--- config.mk ---
export PLATFORM = sky130hd
export DESIGN_NAME = tcp_client_connection_engine_top
export DESIGN_NICKNAME = d
export VERILOG_FILES = /design/src/rtl/tcce_pkg.sv /design/src/rtl/tcp_client_connection_engine_top.sv
export SDC_FILE = /design/constraint.sdc
export NUM_CORES = 1
export LEC_CHECK = 0
export BUFFER_PORTS_ARGS = -buffer_cell sky130_fd_sc_hd__buf_2
export CORE_MARGIN = 10
export CORE_UTILIZATION = 55
export DETAILED_ROUTE_END_ITERATION = 8
export HOLD_SLACK_MARGIN = 0.06
export PLACE_DENSITY = 0.86
export SETUP_SLACK_MARGIN = 0.02
export SKIP_CTS_REPAIR_TIMING = 1
export SLEW_MARGIN = 10
export SYNTH_ARGS = -nofsm -noshare
export SYNTH_HDL_FRONTEND = slang
export SYNTH_SLANG_ARGS = --single-unit
--- constraint.sdc ---
create_clock -name clk -period 27 [get_ports clk]
set_clock_uncertainty 0.05 [all_clocks]
set_input_delay 0 -clock clk [delete_from_list [all_inputs] [get_ports clk]]
set_output_delay 0 -clock clk [all_outputs]
set_load 0.02 [all_outputs]
--- src/rtl/tcce_pkg.sv ---
// Shared types, codes and helper functions of the TCP client connection engine.
package tcce_pkg;

  localparam logic [1:0] KIND_SEGMENT    = 2'd0;
  localparam logic [1:0] KIND_TRANSMIT   = 2'd1;
  localparam logic [1:0] KIND_TICK       = 2'd2;
  localparam logic [1:0] KIND_DISCONNECT = 2'd3;

  localparam logic [1:0] ACT_SEND      = 2'd0;
  localparam logic [1:0] ACT_RESEND    = 2'd1;
  localparam logic [1:0] ACT_GIVE_UP   = 2'd2;
  localparam logic [1:0] ACT_TOO_LONG  = 2'd3;

  localparam logic [1:0] CFG_REMOTE_PORT = 2'd0;
  localparam logic [1:0] CFG_ACK_TIMEOUT = 2'd1;
  localparam logic [1:0] CFG_MAX_RETRIES = 2'd2;

  localparam logic [7:0] FLAG_SYN = 8'h02;
  localparam logic [7:0] FLAG_PSH = 8'h08;
  localparam logic [7:0] FLAG_ACK = 8'h10;

  localparam logic [15:0] REMOTE_PORT_RESET = 16'd15118;
  localparam logic [9:0]  ACK_TIMEOUT_RESET = 10'd100;
  localparam logic [3:0]  MAX_RETRIES_RESET = 4'd10;
  localparam logic [31:0] LOCAL_SEQ_RESET   = 32'd200;
  localparam logic [15:0] LOCAL_PORT_FIRST  = 16'd60000;
  localparam logic [15:0] LOCAL_PORT_LAST   = 16'd65000;
  localparam logic [9:0]  ELAPSED_MAX       = 10'd1023;
  localparam logic [7:0]  LEVEL_CONNECT     = 8'd50;

  localparam logic [3:0] WORDS_PLAIN    = 4'd5;
  localparam logic [3:0] WORDS_SYN      = 4'd8;
  localparam logic [7:0] HDR_BYTES      = 8'd20;
  localparam logic [7:0] SYN_HDR_BYTES  = 8'd32;

  typedef struct packed {
    logic [1:0]  kind;
    logic [15:0] ip_payload_len;
    logic [3:0]  data_offset;
    logic [15:0] source_port;
    logic [15:0] dest_port;
    logic [31:0] peer_seq;
    logic [31:0] peer_ack;
    logic [7:0]  rx_flags;
    logic [7:0]  tx_payload_len;
    logic [7:0]  link_level;
  } item_t;

  typedef struct packed {
    logic [1:0]  action;
    logic [15:0] src_port;
    logic [15:0] dst_port;
    logic [31:0] seq;
    logic [31:0] ack;
    logic [7:0]  flags;
    logic [3:0]  header_words;
    logic [7:0]  segment_len;
    logic [7:0]  rx_len;
    logic [1:0]  conn_state;
    logic        last;
  } result_t;

  function automatic result_t send_result(logic [15:0] src, logic [15:0] dst,
                                          logic [31:0] seq, logic [31:0] ack,
                                          logic [7:0] flags, logic [3:0] words,
                                          logic [7:0] seglen, logic [7:0] rxlen);
    result_t r;
    r.action       = ACT_SEND;
    r.src_port     = src;
    r.dst_port     = dst;
    r.seq          = seq;
    r.ack          = ack;
    r.flags        = flags;
    r.header_words = words;
    r.segment_len  = seglen;
    r.rx_len       = rxlen;
    r.conn_state   = 2'd0;
    r.last         = 1'b0;
    return r;
  endfunction

  // Non-send results carry the action code with all header fields zero.
  function automatic result_t event_result(logic [1:0] action);
    result_t r;
    r        = '0;
    r.action = action;
    return r;
  endfunction

endpackage

--- src/rtl/tcp_client_connection_engine_top.sv ---
// TCP client connection engine: connection state machine, timeout and segment header fields.
//
//   channel | handshake          | contents
//   --------+--------------------+------------------------------------------------
//   in      | in_valid/in_stall  | one event: segment, transmit, tick, disconnect
//   out     | out_valid/out_stall| one result: send, resend, give up, too long
//   cfg     | cfg_valid/cfg_ready| register index and write data, always ready
//
// An event is registered on input, then evaluated combinationally into a two-entry
// result queue once the queue empties; a new event can be accepted every cycle when
// it gives at most one result and the output does not stall, and an event with two
// results holds off the next event until both of its results are taken.
// Reset is synchronous; it resets the connection state and registers and empties the queue.
// A stalled output holds the queue, which in turn stalls the input register.
module tcp_client_connection_engine_top #(
  parameter int RX_DATA_LIMIT    = 128,
  parameter int TX_SEGMENT_LIMIT = 200
) (
  input  logic        clk,
  input  logic        rst,

  input  logic        cfg_valid,
  output logic        cfg_ready,
  input  logic [1:0]  cfg_index,
  input  logic [15:0] cfg_data,

  input  logic        in_valid,
  output logic        in_stall,
  input  logic [1:0]  kind,
  input  logic [15:0] ip_payload_len,
  input  logic [3:0]  data_offset,
  input  logic [15:0] source_port,
  input  logic [15:0] dest_port,
  input  logic [31:0] peer_seq,
  input  logic [31:0] peer_ack,
  input  logic [7:0]  rx_flags,
  input  logic [7:0]  tx_payload_len,
  input  logic [7:0]  link_level,

  output logic        out_valid,
  input  logic        out_stall,
  output logic [1:0]  action,
  output logic [15:0] out_source_port,
  output logic [15:0] out_dest_port,
  output logic [31:0] out_seq,
  output logic [31:0] out_ack,
  output logic [7:0]  out_flags,
  output logic [3:0]  out_header_words,
  output logic [7:0]  out_segment_len,
  output logic [7:0]  rx_data_len,
  output logic [1:0]  conn_state,
  output logic        last
);

  typedef enum logic [1:0] {
    ST_CLOSED      = 2'd0,
    ST_SYN_SENT    = 2'd1,
    ST_ESTABLISHED = 2'd2
  } link_state_t;

  // Configuration registers.
  logic [15:0] remote_port;
  logic [9:0]  ack_timeout_ms;
  logic [3:0]  max_retries;

  // Connection state.
  link_state_t link_state, link_state_next;
  logic [31:0] local_seq, local_seq_next;
  logic [31:0] ack_to_send, ack_to_send_next;
  logic [15:0] local_port, local_port_next;
  logic        wait_armed, wait_armed_next;
  logic [9:0]  wait_elapsed, wait_elapsed_next;
  logic [3:0]  retries_left, retries_left_next;

  // Input register and result queue.
  tcce_pkg::item_t   item;
  logic              item_valid;
  tcce_pkg::result_t queue [2];
  tcce_pkg::result_t queue_next [2];
  logic [1:0]        cnt, cnt_next;
  logic              pop;
  logic [1:0]        cnt_pop;
  logic              exec;

  // Step results.
  tcce_pkg::result_t res [2];
  logic [1:0]        res_n;

  // Step datapath.
  logic [5:0]  hdr_len;
  logic [15:0] pay;
  logic        port_ok;
  logic [8:0]  tx_total;
  logic [9:0]  elapsed_inc;
  logic [15:0] port_inc;

  assign cfg_ready = 1'b1;

  always_ff @(posedge clk) begin
    if (rst) begin
      remote_port    <= tcce_pkg::REMOTE_PORT_RESET;
      ack_timeout_ms <= tcce_pkg::ACK_TIMEOUT_RESET;
      max_retries    <= tcce_pkg::MAX_RETRIES_RESET;
    end else if (cfg_valid && cfg_ready) begin
      case (cfg_index)
        tcce_pkg::CFG_REMOTE_PORT: remote_port    <= cfg_data;
        tcce_pkg::CFG_ACK_TIMEOUT: ack_timeout_ms <= cfg_data[9:0];
        tcce_pkg::CFG_MAX_RETRIES: max_retries    <= cfg_data[3:0];
        default: begin
        end
      endcase
    end
  end

  assign pop      = (cnt != 2'd0) && !out_stall;
  assign cnt_pop  = cnt - {1'b0, pop};
  assign exec     = item_valid && (cnt_pop == 2'd0);
  assign in_stall = item_valid && !exec;

  always_ff @(posedge clk) begin
    if (rst) begin
      item_valid <= 1'b0;
    end else if (!in_stall) begin
      item_valid <= in_valid;
    end
    if (in_valid && !in_stall) begin
      item.kind           <= kind;
      item.ip_payload_len <= ip_payload_len;
      item.data_offset    <= data_offset;
      item.source_port    <= source_port;
      item.dest_port      <= dest_port;
      item.peer_seq       <= peer_seq;
      item.peer_ack       <= peer_ack;
      item.rx_flags       <= rx_flags;
      item.tx_payload_len <= tx_payload_len;
      item.link_level     <= link_level;
    end
  end

  assign hdr_len     = {item.data_offset, 2'b00};
  assign pay         = (item.ip_payload_len >= {10'd0, hdr_len}) ?
                       item.ip_payload_len - {10'd0, hdr_len} : 16'd0;
  assign port_ok     = (item.source_port == remote_port) && (item.dest_port == local_port);
  assign tx_total    = {1'b0, item.tx_payload_len} + {1'b0, tcce_pkg::HDR_BYTES};
  assign elapsed_inc = (wait_elapsed < tcce_pkg::ELAPSED_MAX) ? wait_elapsed + 10'd1
                                                              : wait_elapsed;
  assign port_inc    = local_port + 16'd1;

  // One event step. Send results take the state values current at the moment
  // they are produced; the connection state field is patched in at the end.
  always_comb begin
    link_state_next   = link_state;
    local_seq_next    = local_seq;
    ack_to_send_next  = ack_to_send;
    local_port_next   = local_port;
    wait_armed_next   = wait_armed;
    wait_elapsed_next = wait_elapsed;
    retries_left_next = retries_left;
    res[0]            = '0;
    res[1]            = '0;
    res_n             = 2'd0;

    case (item.kind)
      tcce_pkg::KIND_SEGMENT: begin
        if (port_ok) begin
          if (item.rx_flags == (tcce_pkg::FLAG_SYN | tcce_pkg::FLAG_ACK)) begin
            if (link_state == ST_SYN_SENT) begin
              local_seq_next   = item.peer_ack;
              ack_to_send_next = item.peer_seq + 32'd1;
              link_state_next  = ST_ESTABLISHED;
              res[0] = tcce_pkg::send_result(local_port, remote_port, item.peer_ack,
                                             item.peer_seq + 32'd1, tcce_pkg::FLAG_ACK,
                                             tcce_pkg::WORDS_PLAIN, tcce_pkg::HDR_BYTES,
                                             8'd0);
              res_n  = 2'd1;
            end
          end else if (link_state == ST_ESTABLISHED) begin
            if (pay != 16'd0 && pay < 16'(RX_DATA_LIMIT)) begin
              ack_to_send_next = item.peer_seq + {16'd0, pay};
              res[0] = tcce_pkg::send_result(local_port, remote_port, local_seq,
                                             item.peer_seq + {16'd0, pay},
                                             tcce_pkg::FLAG_ACK, tcce_pkg::WORDS_PLAIN,
                                             tcce_pkg::HDR_BYTES, pay[7:0]);
              res_n  = 2'd1;
            end
            if ((item.rx_flags & tcce_pkg::FLAG_ACK) != 8'd0) begin
              local_seq_next    = item.peer_ack;
              wait_armed_next   = 1'b0;
              retries_left_next = 4'd0;
            end
          end
        end
      end
      tcce_pkg::KIND_TRANSMIT: begin
        if (link_state == ST_ESTABLISHED) begin
          res_n = 2'd1;
          if (tx_total < 9'(TX_SEGMENT_LIMIT)) begin
            res[0] = tcce_pkg::send_result(local_port, remote_port, local_seq, ack_to_send,
                                           tcce_pkg::FLAG_PSH | tcce_pkg::FLAG_ACK,
                                           tcce_pkg::WORDS_PLAIN, tx_total[7:0], 8'd0);
            wait_armed_next   = 1'b1;
            wait_elapsed_next = 10'd0;
            retries_left_next = max_retries;
          end else begin
            res[0] = tcce_pkg::event_result(tcce_pkg::ACT_TOO_LONG);
          end
        end
      end
      tcce_pkg::KIND_TICK: begin
        if (wait_armed) begin
          wait_elapsed_next = elapsed_inc;
          if (elapsed_inc > ack_timeout_ms) begin
            res_n = 2'd1;
            if (retries_left != 4'd0) begin
              res[0]            = tcce_pkg::event_result(tcce_pkg::ACT_RESEND);
              wait_elapsed_next = 10'd0;
              retries_left_next = retries_left - 4'd1;
            end else begin
              res[0]          = tcce_pkg::event_result(tcce_pkg::ACT_GIVE_UP);
              wait_armed_next = 1'b0;
            end
          end
        end
        if (item.link_level < tcce_pkg::LEVEL_CONNECT) begin
          wait_armed_next = 1'b0;
          link_state_next = ST_CLOSED;
        end else if (item.link_level == tcce_pkg::LEVEL_CONNECT &&
                     link_state == ST_CLOSED) begin
          local_port_next = (port_inc > tcce_pkg::LOCAL_PORT_LAST) ?
                            tcce_pkg::LOCAL_PORT_FIRST : port_inc;
          link_state_next = ST_SYN_SENT;
          res[res_n[0]] = tcce_pkg::send_result(local_port_next, remote_port, local_seq,
                                                ack_to_send, tcce_pkg::FLAG_SYN,
                                                tcce_pkg::WORDS_SYN,
                                                tcce_pkg::SYN_HDR_BYTES, 8'd0);
          res_n = res_n + 2'd1;
        end
      end
      default: begin
        link_state_next = ST_CLOSED;
      end
    endcase

    res[0].conn_state = link_state_next;
    res[1].conn_state = link_state_next;
    res[0].last       = (res_n == 2'd1);
    res[1].last       = 1'b1;
  end

  always_ff @(posedge clk) begin
    if (rst) begin
      link_state   <= ST_CLOSED;
      local_seq    <= tcce_pkg::LOCAL_SEQ_RESET;
      ack_to_send  <= 32'd0;
      local_port   <= tcce_pkg::LOCAL_PORT_FIRST;
      wait_armed   <= 1'b0;
      wait_elapsed <= 10'd0;
      retries_left <= 4'd0;
    end else if (exec) begin
      link_state   <= link_state_next;
      local_seq    <= local_seq_next;
      ack_to_send  <= ack_to_send_next;
      local_port   <= local_port_next;
      wait_armed   <= wait_armed_next;
      wait_elapsed <= wait_elapsed_next;
      retries_left <= retries_left_next;
    end
  end

  // The queue is always empty after the pop when an event is evaluated, so the
  // new results land at the head.
  always_comb begin
    queue_next[0] = queue[0];
    queue_next[1] = queue[1];
    cnt_next      = cnt_pop;
    if (pop) begin
      queue_next[0] = queue[1];
    end
    if (exec && res_n != 2'd0) begin
      queue_next[0] = res[0];
      queue_next[1] = res[1];
      cnt_next      = res_n;
    end
  end

  always_ff @(posedge clk) begin
    if (rst) begin
      cnt <= 2'd0;
    end else begin
      cnt <= cnt_next;
    end
    queue[0] <= queue_next[0];
    queue[1] <= queue_next[1];
  end

  assign out_valid        = (cnt != 2'd0);
  assign action           = queue[0].action;
  assign out_source_port  = queue[0].src_port;
  assign out_dest_port    = queue[0].dst_port;
  assign out_seq          = queue[0].seq;
  assign out_ack          = queue[0].ack;
  assign out_flags        = queue[0].flags;
  assign out_header_words = queue[0].header_words;
  assign out_segment_len  = queue[0].segment_len;
  assign rx_data_len      = queue[0].rx_len;
  assign conn_state       = queue[0].conn_state;
  assign last             = queue[0].last;

  a_cnt_bound: assert property (@(posedge clk) disable iff (rst) cnt != 2'd3)
    else $error("result queue count out of range");

  a_pair_head: assert property (@(posedge clk) disable iff (rst)
                                out_valid && !last |-> cnt == 2'd2)
    else $error("first result of a pair without its partner in the queue");

  a_event_zero: assert property (@(posedge clk) disable iff (rst)
                                 out_valid && action != tcce_pkg::ACT_SEND |->
                                 out_seq == 32'd0 && out_flags == 8'd0 &&
                                 out_source_port == 16'd0)
    else $error("non-send result carries header fields");

  a_disconnect: assert property (@(posedge clk) disable iff (rst)
                                 exec && item.kind == tcce_pkg::KIND_DISCONNECT |=>
                                 link_state == ST_CLOSED)
    else $error("disconnect did not close the connection");

  a_port_range: assert property (@(posedge clk) disable iff (rst)
                                 local_port >= tcce_pkg::LOCAL_PORT_FIRST &&
                                 local_port <= tcce_pkg::LOCAL_PORT_LAST)
    else $error("local port left its range");

endmodule

==> run metrics <==
run status complete, no violations; Max-slew headroom 23.2%; max cap viols 0; placed cell count 2972; Clock Pin Slew Worst Setup and Hold Paths 70 ps; setup violators final 0; Avg Inst Size Synth 10.4 sq um; synth warn 0; Nets 2832; async set-reset flop share out of synthesis 0%; First-pass DRT Iterations 8; number of global-route vias before repair 17576; Post-Synth Simple-Gate Area 17.1%; Bufs on Longest Clock Path 3; final hold violation count 0; Final Core Density 66.2%; global-route wire length before repair 101 mm; largest net degree at the start of global routing 122; RSZ-0062 raised after global routing false; Yosys reg bits 491; CP Max Fanout 121; post-synthesis compound-gate area fraction 12.5%; arrival time worst endpoint 7600 ps; initial core utilization 55.8%; antenna viol nets, final 0; Non-Filler Instances 3258; DRT iter0 DRCs 2302; Worst setup EP type flip-flop; TritonCTS Sinks 491; setup ws final 19690 ps; worst setup path class flip-flop to flip-flop; initial antenna violation count 4; Max Fclk 137 MHz; power per cell area 63.5 mW/mm^2; FP Rows 76; HPWL after DPL 46.1 mm; XOR/XNOR share of the synthesized area 4.72%; worst vdd ir 59.0 uV; Die Width 230 um; post-synthesis adder-cell area fraction 2.32%; total core area 0.0433 sq mm; share of cells above drive strength 1 15.8%; Cell variety after synth 82; worst skew pair latency 600 ps; Critical Path Max Stage Delay 940 ps; DIE AREA 0.0527 sq mm; Die Height 230 um; root buf cell clkbuf_16; P_leak 10.3 nW; slowest CP cell buf_4; Final TNS setup 0 ps; via count 19205; worst path bufs/invs 3; most frequent cells in the layout edfxtp_1, nor2_1, buf_2, nand2_1, dlygate4sd3_1; DRC Markers 0; main combinational cell family by area after synthesis simple AND/OR/NAND/NOR gates; Cells after Synth 2329; total CTS buffers 51; startpoint types flip-flop; Most used DFF post-synth edfxtp_1; H-tree Lvls 2; IO Port Bufs 289; register area share after synthesis 55.7%; GPL Wtd Cong 0.970; I/O pin count 297; total track usage 24.1%; Avg Vias per Cell 5.89; crit path time final 7310 ps; critical path cell sequence ha_1 -> and2_0 -> nand2_1 -> nor2_1 -> nand3_1 -> nand3_1 -> xnor2_1 -> ha_1 -> nand4_1 -> o211a_1 -> or2_2 -> nor2_1 -> inv_1 -> ha_1 -> o31ai_1 -> a41o_1 -> nand2_1 -> and3_4 -> inv_6 -> buf_4 -> mux2i_1 -> a21o_1; Crit path required time 27300 ps; Worst Tran Pin Value 1140 ps; setup slack after placement 19850 ps; commonest non-fill, non-tap cell in the layout edfxtp_1; WL per Instance 21.8 um; Min Hold Slack 57.3 ps; period utilization 27.1%; cell mode on critical path ha_1; Routed WL 71.1 mm; mux contribution to synthesized area 0.632%; Layout area overhead 18.6%; total grt overflow 0; CTS tree done; Mapped Area 0.0241 sq mm; Post-synth EDFFs 361; Crit path max-delay family simple AND/OR/NAND/NOR gates; Hold Crit Class input port to flip-flop; final slew viol count 0
[final cells by class]
| type | count | area (sq um) |
|---|---|---|
| clock buffers | 74 | 1480 |
| multi-input cells | 1538 | 9080 |
| fillers | 3135 | 14600 |
| clock inverters | 22 | 244 |
| well taps | 585 | 732 |
| flip-flops and latches | 491 | 13400 |
| inverters | 49 | 189 |
| diodes | 4 | 10.0 |
| repair buffers | 495 | 3460 |
[kinds of logic after synthesis]
kind of cell	count (synthesis)
AND/OR/NAND/NOR	885
flip-flops	491
AO/OA/AOI/OAI	455
buffers and inverters	306
XOR/XNOR	130
adder cells (fa/ha/maj)	45
multiplexers	15
other	2
[through the flow]
stage	area [sq um]	power (mW)
after global routing	28600	1.87
after floorplan	24200	1.04
after CTS	26800	1.79
final	28600	1.82
after detailed placement	25000	1.08
after global placement	25000	1.08
[registers in the layout, indices dropped and copies added (netlist names), 4 cells and up]
register,count
local_seq,32
ack_timeout_ms,10
queue,219
retries_left,4
ack_to_send,32
local_port,16
max_retries,4
wait_elapsed,10
remote_port,16
hdr_len,4
item,138
[per-layer routing]
metal	GRT usage, %	vias up	part of all wire [%]
li1	-	8803	-
met1	32.7	9199	40
met2	36.8	1062	47
met3	6.14	141	10
met4	8.92	0	2.9
met5	0	-	0
[synthesized netlist by cell type (all sizes together), types with 23 or more instances]
master	number	area, sq um
o21ai	73	369
a211oi	25	188
a31oi	29	181
and3	23	149
ha	40	500
nand3	70	350
nor2	299	1130
xor2	75	657
clkbuf	106	400
nor3	41	216
and2	91	569
xnor2	55	482
edfxtp	361	10800
buf	151	1100
inv	49	184
a21oi	144	721
dfxtp	130	2600
a221oi	44	385
nand2	248	931
[power by group]
group	internal, mW	switching [mW]
Clock	0.420	0.299
Sequential	0.850	0.0282
Combinational	0.0816	0.138
Total	1.35	0.465
[worst register-to-register path, cell delays in order, from the launching register on]
cell	delay, ps
dfxtp_1	410
ha_1	190
and2_0	300
nand2_1	110
nor2_1	170
nand3_1	320
nand3_1	210
xnor2_1	110
ha_1	300
nand4_1	140
o211a_1	290
or2_2	360
nor2_1	310
inv_1	110
ha_1	290
o31ai_1	250
a41o_1	150
nand2_1	60
and3_4	480
inv_6	870
buf_4	1060
mux2i_1	290
a21o_1	220
[final timing paths]
path                      from                 to  slack, ps  depth (start not counted)
max            wait_elapsed[0]       queue[0][16]      19690                         22
min             source_port[2]          item[106]         60                          2
max reg2reg    wait_elapsed[0]       queue[0][16]      19690                         22
min reg2reg  ack_timeout_ms[1]  ack_timeout_ms[1]        410                          2
Power figures use the tool's default switching activity.
